<file path="src/sv/bwht_pkg.sv">
// Package: shared types and constants of the burn-wire heater timer.
`timescale 1ns / 1ps
package bwht_pkg;

  localparam int unsigned HeatW    = 16;
  localparam int unsigned AttW     = 8;
  localparam int unsigned AccumW   = 17;
  localparam int unsigned CfgIdxW  = 1;
  localparam int unsigned CfgDataW = 16;

  localparam logic [HeatW-1:0] HeatTimeRst = 16'd3000;
  localparam logic [HeatW-1:0] HeatTimeMin = 16'd1;
  localparam logic [AttW-1:0]  MaxAttRst   = 8'd1;
  localparam logic [AttW-1:0]  MaxAttMin   = 8'd1;

  typedef enum logic [1:0] {
    ModeBegin = 2'd0,
    ModeStart = 2'd1,
    ModeTick  = 2'd2,
    ModeAbort = 2'd3
  } mode_e;

  typedef enum logic [1:0] {
    PhIdle    = 2'd0,
    PhHeating = 2'd1,
    PhDone    = 2'd2
  } phase_e;

  typedef enum logic [CfgIdxW-1:0] {
    RegHeatTime   = 1'd0,
    RegMaxAttempt = 1'd1
  } cfg_reg_e;

endpackage

</file>
<file path="src/sv/bwht_if.sv">
// Interfaces: event, result and register-write channels of the heater timer.
`timescale 1ns / 1ps
interface bwht_in_if;
  logic                           valid;
  logic                           ready;
  logic [1:0]                     mode;
  logic [bwht_pkg::HeatW-1:0]     elapsed_ms;

  modport source (output valid, mode, elapsed_ms, input ready);
  modport sink   (input valid, mode, elapsed_ms, output ready);
endinterface

interface bwht_out_if;
  logic                         valid;
  logic                         ready;
  logic                         heater_on;
  logic                         accepted;
  logic [1:0]                   phase;
  logic [bwht_pkg::AttW-1:0]    attempts_used;

  modport source (output valid, heater_on, accepted, phase, attempts_used, input ready);
  modport sink   (input valid, heater_on, accepted, phase, attempts_used, output ready);
endinterface

interface bwht_cfg_if;
  logic                            valid;
  logic                            ready;
  logic [bwht_pkg::CfgIdxW-1:0]    index;
  logic [bwht_pkg::CfgDataW-1:0]   data;

  modport source (output valid, index, data, input ready);
  modport sink   (input valid, index, data, output ready);
endinterface

</file>
<file path="src/sv/burn_wire_heater_timer.sv">
// Top level: burn-wire heater drive controller (begin/start/tick/abort events).
//
// Channels: in_i carries one event per beat (mode, elapsed_ms); out_o returns
// exactly one result beat per event (heater_on, accepted, phase,
// attempts_used); cfg_i writes heat_time_ms (index 0) or max_attempts
// (index 1) and is always ready. Writes must go in only while no event is pending; the block does not enforce this.
// Result: the result of an event is registered and valid in the cycle after its beat.
// Throughput: one event per cycle. The state update is a single 17-bit
// saturating add and compare done between the event beat and the result
// register; in_i.ready stays high while the result register is empty or
// being drained in the same cycle.
// Stall: if the receiver holds out_o.ready low, the result register keeps its
// beat and in_i.ready drops, so no event is lost or reordered.
// Reset: rst_ni clears the block to not armed, idle, heater off, zero
// attempts; heat_time_ms returns to 3000 and max_attempts to 1. No result
// is pending after reset.
`timescale 1ns / 1ps
module burn_wire_heater_timer #(
  parameter int unsigned MAX_HEAT_MS = 10000
) (
  input  logic          clk_i,
  input  logic          rst_ni,
  bwht_in_if.sink       in_i,
  bwht_out_if.source    out_o,
  bwht_cfg_if.sink      cfg_i
);

  localparam logic [bwht_pkg::HeatW-1:0] MaxHeat = bwht_pkg::HeatW'(MAX_HEAT_MS);

  logic [bwht_pkg::HeatW-1:0] heat_time_q;
  logic [bwht_pkg::AttW-1:0]  max_att_q;

  logic                         armed_q, armed_d;
  bwht_pkg::phase_e             state_q, state_d;
  logic [bwht_pkg::AccumW-1:0]  accum_q, accum_d;
  logic [bwht_pkg::AttW-1:0]    attempts_q, attempts_d;
  logic                         drive_q, drive_d;
  logic                         acc_d;

  logic                         out_valid_q;
  logic                         out_heater_q;
  logic                         out_acc_q;
  bwht_pkg::phase_e             out_phase_q;
  logic [bwht_pkg::AttW-1:0]    out_att_q;

  logic                         in_beat;
  logic [bwht_pkg::HeatW-1:0]   eff_heat;
  logic [bwht_pkg::AttW-1:0]    eff_att;
  logic [bwht_pkg::AccumW:0]    sum;
  logic [bwht_pkg::AccumW-1:0]  sum_sat;
  bwht_pkg::mode_e              mode;

  assign cfg_i.ready = 1'b1;

  always_ff @(posedge clk_i or negedge rst_ni) begin
    if (!rst_ni) begin
      heat_time_q <= bwht_pkg::HeatTimeRst;
      max_att_q   <= bwht_pkg::MaxAttRst;
    end else if (cfg_i.valid) begin
      case (bwht_pkg::cfg_reg_e'(cfg_i.index))
        bwht_pkg::RegHeatTime:   heat_time_q <= cfg_i.data;
        bwht_pkg::RegMaxAttempt: max_att_q   <= cfg_i.data[bwht_pkg::AttW-1:0];
        default: ;
      endcase
    end
  end

  assign in_i.ready = !out_valid_q || out_o.ready;
  assign in_beat    = in_i.valid && in_i.ready;
  assign mode       = bwht_pkg::mode_e'(in_i.mode);

  always_comb begin
    if (heat_time_q < bwht_pkg::HeatTimeMin) begin
      eff_heat = bwht_pkg::HeatTimeMin;
    end else if (heat_time_q > MaxHeat) begin
      eff_heat = MaxHeat;
    end else begin
      eff_heat = heat_time_q;
    end
    eff_att = (max_att_q < bwht_pkg::MaxAttMin) ? bwht_pkg::MaxAttMin : max_att_q;
  end

  assign sum     = {1'b0, accum_q} + {2'b00, in_i.elapsed_ms};
  assign sum_sat = sum[bwht_pkg::AccumW] ? '1 : sum[bwht_pkg::AccumW-1:0];

  always_comb begin
    armed_d    = armed_q;
    state_d    = state_q;
    accum_d    = accum_q;
    attempts_d = attempts_q;
    drive_d    = drive_q;
    acc_d      = 1'b0;
    case (mode)
      bwht_pkg::ModeBegin: begin
        drive_d = 1'b0;
        state_d = bwht_pkg::PhIdle;
        accum_d = '0;
        armed_d = 1'b1;
      end
      bwht_pkg::ModeStart: begin
        if (armed_q && state_q == bwht_pkg::PhIdle && attempts_q < eff_att) begin
          attempts_d = attempts_q + 8'd1;
          accum_d    = '0;
          state_d    = bwht_pkg::PhHeating;
          drive_d    = 1'b1;
          acc_d      = 1'b1;
        end
      end
      bwht_pkg::ModeTick: begin
        if (state_q == bwht_pkg::PhHeating) begin
          accum_d = sum_sat;
          if (sum_sat >= {1'b0, eff_heat}) begin
            drive_d = 1'b0;
            state_d = (attempts_q < eff_att) ? bwht_pkg::PhIdle : bwht_pkg::PhDone;
          end
        end
      end
      bwht_pkg::ModeAbort: begin
        drive_d = 1'b0;
        state_d = bwht_pkg::PhDone;
      end
      default: ;
    endcase
  end

  always_ff @(posedge clk_i or negedge rst_ni) begin
    if (!rst_ni) begin
      armed_q     <= 1'b0;
      state_q     <= bwht_pkg::PhIdle;
      accum_q     <= '0;
      attempts_q  <= '0;
      drive_q     <= 1'b0;
      out_valid_q <= 1'b0;
    end else begin
      if (in_beat) begin
        armed_q    <= armed_d;
        state_q    <= state_d;
        accum_q    <= accum_d;
        attempts_q <= attempts_d;
        drive_q    <= drive_d;
      end
      if (in_beat) begin
        out_valid_q <= 1'b1;
      end else if (out_o.ready) begin
        out_valid_q <= 1'b0;
      end
    end
  end

  // result payload, loaded with each event beat
  always_ff @(posedge clk_i) begin
    if (in_beat) begin
      out_heater_q <= drive_d;
      out_acc_q    <= acc_d;
      out_phase_q  <= state_d;
      out_att_q    <= attempts_d;
    end
  end

  assign out_o.valid         = out_valid_q;
  assign out_o.heater_on     = out_heater_q;
  assign out_o.accepted      = out_acc_q;
  assign out_o.phase         = out_phase_q;
  assign out_o.attempts_used = out_att_q;

endmodule
</file>
<file path="src/flat_wrapper.sv">
// flat-port wrapper written by rule: the top's interface ports become plain ports
module burn_wire_heater_timer_flat 
#(
  parameter int unsigned MAX_HEAT_MS = 10000
)
  (clk_i, rst_ni, in_i_valid, in_i_mode, in_i_elapsed_ms, in_i_ready, out_o_valid, out_o_heater_on, out_o_accepted, out_o_phase, out_o_attempts_used, out_o_ready, cfg_i_valid, cfg_i_index, cfg_i_data, cfg_i_ready);
  bwht_in_if in_i_i ();
  bwht_out_if out_o_i ();
  bwht_cfg_if cfg_i_i ();
  input  logic clk_i;
  input  logic rst_ni;
  input wire logic [$bits(in_i_i.valid)-1:0] in_i_valid;
  input wire logic [$bits(in_i_i.mode)-1:0] in_i_mode;
  input wire logic [$bits(in_i_i.elapsed_ms)-1:0] in_i_elapsed_ms;
  output wire logic [$bits(in_i_i.ready)-1:0] in_i_ready;
  output wire logic [$bits(out_o_i.valid)-1:0] out_o_valid;
  output wire logic [$bits(out_o_i.heater_on)-1:0] out_o_heater_on;
  output wire logic [$bits(out_o_i.accepted)-1:0] out_o_accepted;
  output wire logic [$bits(out_o_i.phase)-1:0] out_o_phase;
  output wire logic [$bits(out_o_i.attempts_used)-1:0] out_o_attempts_used;
  input wire logic [$bits(out_o_i.ready)-1:0] out_o_ready;
  input wire logic [$bits(cfg_i_i.valid)-1:0] cfg_i_valid;
  input wire logic [$bits(cfg_i_i.index)-1:0] cfg_i_index;
  input wire logic [$bits(cfg_i_i.data)-1:0] cfg_i_data;
  output wire logic [$bits(cfg_i_i.ready)-1:0] cfg_i_ready;
  assign in_i_i.valid = in_i_valid;
  assign in_i_i.mode = in_i_mode;
  assign in_i_i.elapsed_ms = in_i_elapsed_ms;
  assign in_i_ready = in_i_i.ready;
  assign out_o_valid = out_o_i.valid;
  assign out_o_heater_on = out_o_i.heater_on;
  assign out_o_accepted = out_o_i.accepted;
  assign out_o_phase = out_o_i.phase;
  assign out_o_attempts_used = out_o_i.attempts_used;
  assign out_o_i.ready = out_o_ready;
  assign cfg_i_i.valid = cfg_i_valid;
  assign cfg_i_i.index = cfg_i_index;
  assign cfg_i_i.data = cfg_i_data;
  assign cfg_i_ready = cfg_i_i.ready;
  burn_wire_heater_timer #(.MAX_HEAT_MS(MAX_HEAT_MS)) u_core (.clk_i(clk_i), .rst_ni(rst_ni), .in_i(in_i_i), .out_o(out_o_i), .cfg_i(cfg_i_i));
endmodule
</file>
<file path="config.mk">
export PLATFORM = sky130hd
export DESIGN_NAME = burn_wire_heater_timer_flat
export DESIGN_NICKNAME = d
export VERILOG_FILES = /design/src/sv/bwht_pkg.sv /design/src/sv/bwht_if.sv /design/src/sv/burn_wire_heater_timer.sv /design/src/flat_wrapper.sv
export SDC_FILE = /design/constraint.sdc
export NUM_CORES = 1
export LEC_CHECK = 0
export BUFFER_PORTS_ARGS = -buffer_cell sky130_fd_sc_hd__buf_2
export CAP_MARGIN = 0
export CORE_ASPECT_RATIO = 0.75
export CORE_MARGIN = 8
export CORE_UTILIZATION = 40
export DETAILED_ROUTE_END_ITERATION = 12
export PLACE_DENSITY = 0.59
export SYNTH_ARGS = -nofsm -noshare
export SYNTH_HDL_FRONTEND = slang
export SYNTH_SLANG_ARGS = --single-unit
</file>
<file path="constraint.sdc">
create_clock -name clk_i -period 3.3 [get_ports clk_i]
set_input_delay 0.66 -clock clk_i [delete_from_list [all_inputs] [get_ports clk_i]]
set_output_delay 0.66 -clock clk_i [all_outputs]
set_load 0.05 [all_outputs]
</file>
Word level (Yosys, flattened, before mapping). Cells that the tools add are included.

Register bits after elaboration: 66. Latch bits: 0. Bits in writable memories: 0. Memory bits (read-only): 0. Bits of input ports: 40. Memories kept: 0.

Add/subtract/negate cells: 2. $mul: 0. Divide/modulo/power cells: 0. Order comparisons: 5. Equality and inequality tests: 6. Shifts and indexed selects: 0. Mux-type cells: 21. Bitwise operators: 1. Reduce and logical (&&, ||, !) cells: 14.

Operators with widths (count): $mux W17 (3); $pmux W17 S3 (1); $mux W16 (2); $mux W8 (3); $add A17 B16 Y18 (1); $ge A17 B16 Y1 (1); $gt A16 B14 Y1 const B (1); $lt A16 B1 Y1 const B (1); $add A8 B1 Y8 const B (1); $lt A8 B1 Y1 const B (1); $lt A8 B8 Y1 (1); $mux W2 (4); $pmux W2 S4 (1); $mux W1 (6); $reduce_and A2 Y1 (3); $eq A2 B1 Y1 const B (2); $eq A2 B2 Y1 const B (2); $logic_not A2 Y1 (2); $ne A2 B1 Y1 const B (2); $reduce_and A4 Y1 (1); $logic_and A1 B1 Y1 (3); $pmux W1 S3 (1); $reduce_bool A3 Y1 (1); $reduce_bool A2 Y1 (1); 4 further kinds (4).

Depth between registers and ports, before layout.
Depth in word-level cells: 7. Gate-level depth with buffers: 17. Depth with buffers taken out: 15.

Worst setup path after synthesis. OpenSTA, ideal clock, no wires.

Path kind: input to register. From: input in_i_elapsed_ms[6]. To: register u_core.out_phase_q[1], in the netlist u_core.out_o.phase[1], data pin. Setup time: 256 ps. Arrival time: 3572 ps. Required time: 3044 ps. Setup slack: -528 ps. Stages on the path: 16. Buffers on the path: 2. Cells stage by stage: ha_1 > clkbuf_1 > a21oi_1 > o21ai_0 > a211oi_1 > a21oi_1 > nor2_2 > clkbuf_1 > nand2_1 > ha_1 > a21oi_1 > nor2b_1 > o21ai_0 > a41o_1 > nand4_2 > a41o_1.

Word-level cells in the longest chain between the ends: 6.

Ends and longest elaborated chain: start, declared (RTL line flat_wrapper.sv:14) `input wire logic [$bits(in_i_i.elapsed_ms)-1:0] in_i_elapsed_ms;`; $add A17 B16 Y18 (RTL line burn_wire_heater_timer.sv:83) `assign sum = {1'b0, accum_q} + {2'b00, in_i.elapsed_ms};`; $mux W17 (RTL line burn_wire_heater_timer.sv:84) `assign sum_sat = sum[bwht_pkg::AccumW] ? '1 : sum[bwht_pkg::AccumW-1:0];`; $ge A17 B16 Y1 (RTL line burn_wire_heater_timer.sv:112) `if (sum_sat >= {1'b0, eff_heat}) begin`; $mux W2 (RTL line burn_wire_heater_timer.sv:112); $mux W2 (RTL line burn_wire_heater_timer.sv:110) `if (state_q == bwht_pkg::PhHeating) begin`; $pmux W2 S4 (RTL line burn_wire_heater_timer.sv:93) `case (mode)`; net u_core.state_d[1] (RTL line burn_wire_heater_timer.sv:34) `bwht_pkg::phase_e state_q, state_d;`; end signal, assigned (RTL line burn_wire_heater_timer.sv:155) `out_phase_q <= state_d;`; end, declared (RTL line burn_wire_heater_timer.sv:43) `bwht_pkg::phase_e out_phase_q;`.

The timed path passes the listed nets, and every way through them passes these cells. A chain may end at the register's enable or synchronous reset.

Final worst setup path.
From: input in_i_elapsed_ms[5]. To: register u_core.out_heater_q, in the netlist u_core.out_o.heater_on, data pin.

Word-level cells in the longest chain between the ends: 6.

Ends and longest elaborated chain: $add A17 B16 Y18 (RTL line burn_wire_heater_timer.sv:83); $mux W17 (RTL line burn_wire_heater_timer.sv:84); $ge A17 B16 Y1 (RTL line burn_wire_heater_timer.sv:112); $mux W1 (RTL line burn_wire_heater_timer.sv:112); $mux W1 (RTL line burn_wire_heater_timer.sv:110); $pmux W1 S3 (RTL line burn_wire_heater_timer.sv:93); net u_core.drive_d (RTL line burn_wire_heater_timer.sv:37) `logic drive_q, drive_d;`; end signal, assigned (RTL line burn_wire_heater_timer.sv:153) `out_heater_q <= drive_d;`; end, declared (RTL line burn_wire_heater_timer.sv:41) `logic out_heater_q;`.

The timed path passes the listed nets, and every way through them passes these cells.

==> run summary <==
The flow ran to the end, but the final reports show violations. The checks that failed: setup timing. The largest driver fanout on the critical path was 5; the maximum operating frequency was 0.297 GHz. The detail-routed via count per cell works out to 5.30.

VDD sags by at most 471 uV. For this run, the total global-route usage over all layers was measured as 15.6%. Buffers placed on the I/O ports in this run total 53. The floorplan step set the die width to 136 um.

For the count of TritonRoute iterations in the first routing pass, the log shows 4. The worst pin sits at a relative slew slack of 55.7%. The number of slew-limit violations in the final report is 0. In this run the static leakage power is 2.85 nW. The launch point of the worst path was in_i_elapsed_ms[5]. During synthesis, Yosys emitted a total of 0 warnings. After detailed routing, the average wire length per cell comes to 15.7 um. Among all flip-flop cells after synthesis, the most frequent one is dfrtp_1. In this run, CTS created clock tree buffers numbering 9. The via count of the first global-routing pass came out at 3683. The final critical path takes up 102% of the cycle.

Reg-to-reg critical path startpoint: u_core.accum_q[0]. The setup path with the least slack is of type in -> reg. Nature of the critical path endpoint: a flop. Setup repair after global routing could not meet its margin everywhere. The total number of nets in the final design was 636; the total power divided by cell area was 571 mW/mm2.

The largest net degree at the start of global routing came out at 39. Global routing finished with a remaining overflow of 0. OpenSTA, run right after detailed placement, puts the worst setup slack at -0.462 ns.

The height of the die was 106 um; the required time of the critical path was 3.36 ns. The final period demand of the worst path was 3.37 ns. The growth of design area from synthesis to finish works out to 35.2%. After synthesis, the mean cell area works out to 9.95 um2. The region available for standard cell placement spans 0.0104 mm2.

The number of buffers on the longest clock path was 2; the slew at the pin with the worst max-slew slack was 0.665 ns. The area enclosed by the die boundary is 0.0144 mm2, and the number of cells after detailed placement is 668. The tool flagged a number of max-cap violations equal to 0. The detailed router placed 3687 vias in this run. In this run the cell area measured after placement is 0.00526 mm2. The final number of hold-violating endpoints came out at 0. The number of rows created at floorplan was 32; the first-iteration detailed-routing DRC count was 203. Detailed placement finished with a half-perimeter wire length of 8460 um. The logs give 11000 um for the total routed wirelength and 18100 um for the first-pass GRT wire length.

Number of H-tree branching levels: 3. For the finished layout cell area, the log shows 0.00582 mm2. Once the floorplan was initialized, standard cells occupied 41.5% of the core. Leaving out fill and tap cells, the most frequent cell in the layout is buf_4.

The routability congestion estimate from global placement was 0.867. The finished layout holds 696 standard cells, fillers aside. The repair_antennas step left the layout with diodes totalling 0.

The tree built by TritonCTS fans out to 66 sinks. For the final cell utilization of the core, the log shows 56.1%. The post-detailed-route count of antenna-violating nets is 0.

Number of failing setup endpoints in the final timing report: 5. The sequential area share after synthesis came out at 40.0%. TritonCTS built the clock tree. Across the routed clock network, the largest skew measured is 0.00436 ns. Counting flops and latches in the post-synthesis netlist gives 66. Hold is met by 0.259 ns.

Hold buffer count at CTS: 0. The post-route netlist has 38.6% of its cells at a drive strength greater than 1. The tree is rooted in a clkbuf_16. Synthesis handed over a netlist of 433 instances. The logs give -0.0675 ns for the worst setup slack after layout and 0.33 ns for the clock network latency to the later pin of the worst-skew pair.

The worst setup path is launched from a primary input. The synthesized cell area came out at 0.00431 mm2. After synthesis, the share of flip-flops with an asynchronous set or reset is 81.8%. The top cell types in the final layout, fill and taps aside, are buf_4, buf_2, dfrtp_1.

After detailed routing, the number of remaining DRC violations is 0. After synthesis, the netlist uses 56 different library cells. The clock-pin transition on the worst setup and hold timing paths was 0.06 ns; the signal arrival time at the worst endpoint was 3.43 ns.

The synthesized design contains 12 enable-type register cells. The initial antenna violation count came out at 0. 55 I/O pins were placed. The min-delay analysis places its worst path in the category in -> async.
==> final timing paths <==
| kind | endpoint | slack (ns) | depth (start not counted) |
|---|---|---|---|
| max | u_core.out_o.heater_on | -0.07 | 15 |
| min | u_core.attempts_q[7] | 0.26 | 1 |
| max reg2reg | u_core.out_o.heater_on | -0.04 | 15 |
| min reg2reg | u_core.armed_q | 0.46 | 1 |
| max in group asynchronous | u_core.heat_time_q[8] | 2.16 | 2 |
| min in group clk_i | u_core.armed_q | 0.46 | 1 |
==> critical path, cell delays in order <==
cell and delay, ns:
buf_6 0.10, ha_4 0.24, a21o_1 0.19, a211o_1 0.27, o221a_4 0.27, or4_1 0.53
nand4_1 0.12, nand2_2 0.09, ha_4 0.27, o21a_1 0.11, o21ai_1 0.06, a41o_1 0.23
nand4_2 0.09, buf_6 0.13, a31oi_4 0.07
==> power breakdown <==
part           switching [W]  internal [W]  leakage [nW]
combinational       0.000555      0.000536          1.88
clock               0.000349      0.000814         0.177
sequential          0.000108      0.000961         0.790
==> cell families (layout without fill, tap and decap cells) <==
kind of cell | Yosys count | in the layout | share of synthesized area, %
fa+ha+maj | 41 | 41 | 12.1
compound gates | 112 | 112 | 18.2
mux | 28 | 28 | 7.26
xor+xnor | 23 | 23 | 4.68
simple gates | 135 | 135 | 15.2
other cells | 1 | 3 | 0.0871
flops | 66 | 66 | 40.0
buf+inv | 27 | 152 | 2.47
==> state kept, by name, summed over array words and instances, names as in the netlist <==
name / cells
u_core.drive_q: 1
u_core.state_q: 2
u_core.attempts_q: 8
u_core.max_att_q: 8
u_core.armed_q: 1
u_core.accum_q: 17
u_core.out_o.valid: 1
u_core.out_o.phase: 2
u_core.heat_time_q: 16
u_core.out_o.heater_on: 1
u_core.out_o.accepted: 1
u_core.out_o.attempts_used: 8
==> stage by stage <==
step                      power (W)  setup TNS (ns)
after floorplan             0.00173         -0.0913
after global routing        0.00352          -0.686
after CTS                   0.00331         -0.0111
final                       0.00332          -0.192
after detailed placement    0.00209           -2.43
after global placement      0.00207           -2.46
==> cell usage after synthesis (all sizes together), types with 3 or more instances <==
cell type | instances | area, um2
dfstp | 8 | 210
nand2 | 49 | 184
nor2b | 5 | 31.3
a21oi | 28 | 140
and3 | 4 | 25.0
a22o | 14 | 123
mux2 | 26 | 293
clkbuf | 14 | 52.6
xnor2 | 9 | 78.8
xor2 | 14 | 123
a41oi | 3 | 26.3
o21ai | 16 | 80.1
a21o | 18 | 135
o21a | 4 | 30.0
dfrtp | 46 | 1150
inv | 11 | 41.3
edfxtp | 12 | 360
a31oi | 3 | 18.8
nand2b | 5 | 31.3
or2 | 3 | 18.8
ha | 40 | 500
nor4 | 3 | 18.8
nand3 | 10 | 50.1
nand4 | 10 | 68.8
or4 | 3 | 22.5
nor2 | 26 | 100
a211oi | 7 | 57.6
nor3 | 10 | 50.1
==> final cells by class <==
class | instances | area [um2]
repair buffers | 125 | 820
inverters | 11 | 41.3
clock inverters | 7 | 141
well taps | 136 | 170
flip-flops and latches | 66 | 1720
fillers | 922 | 4550
clock buffers | 9 | 225
multi-input cells | 342 | 2700
==> per-layer routing <==
layer  vias up  part of all wire [%]  track usage, %  routed length [um]
met1      1734                    50            21.8                5470
met4         0                  0.76            4.51                  83
li1       1847                     -               -                   -
met3         8                   6.0            4.27                 653
met2        98                    43            23.0                4750
met5         -                     0               0                   0
==> timing repair <==
item | CTS | global route
pin swaps | 11 | 15
setup endpoints to repair | 6 | 6
buffers inserted | 8 | 4
resized for setup | 5 | 19
(Power assumes the default switching activity.)
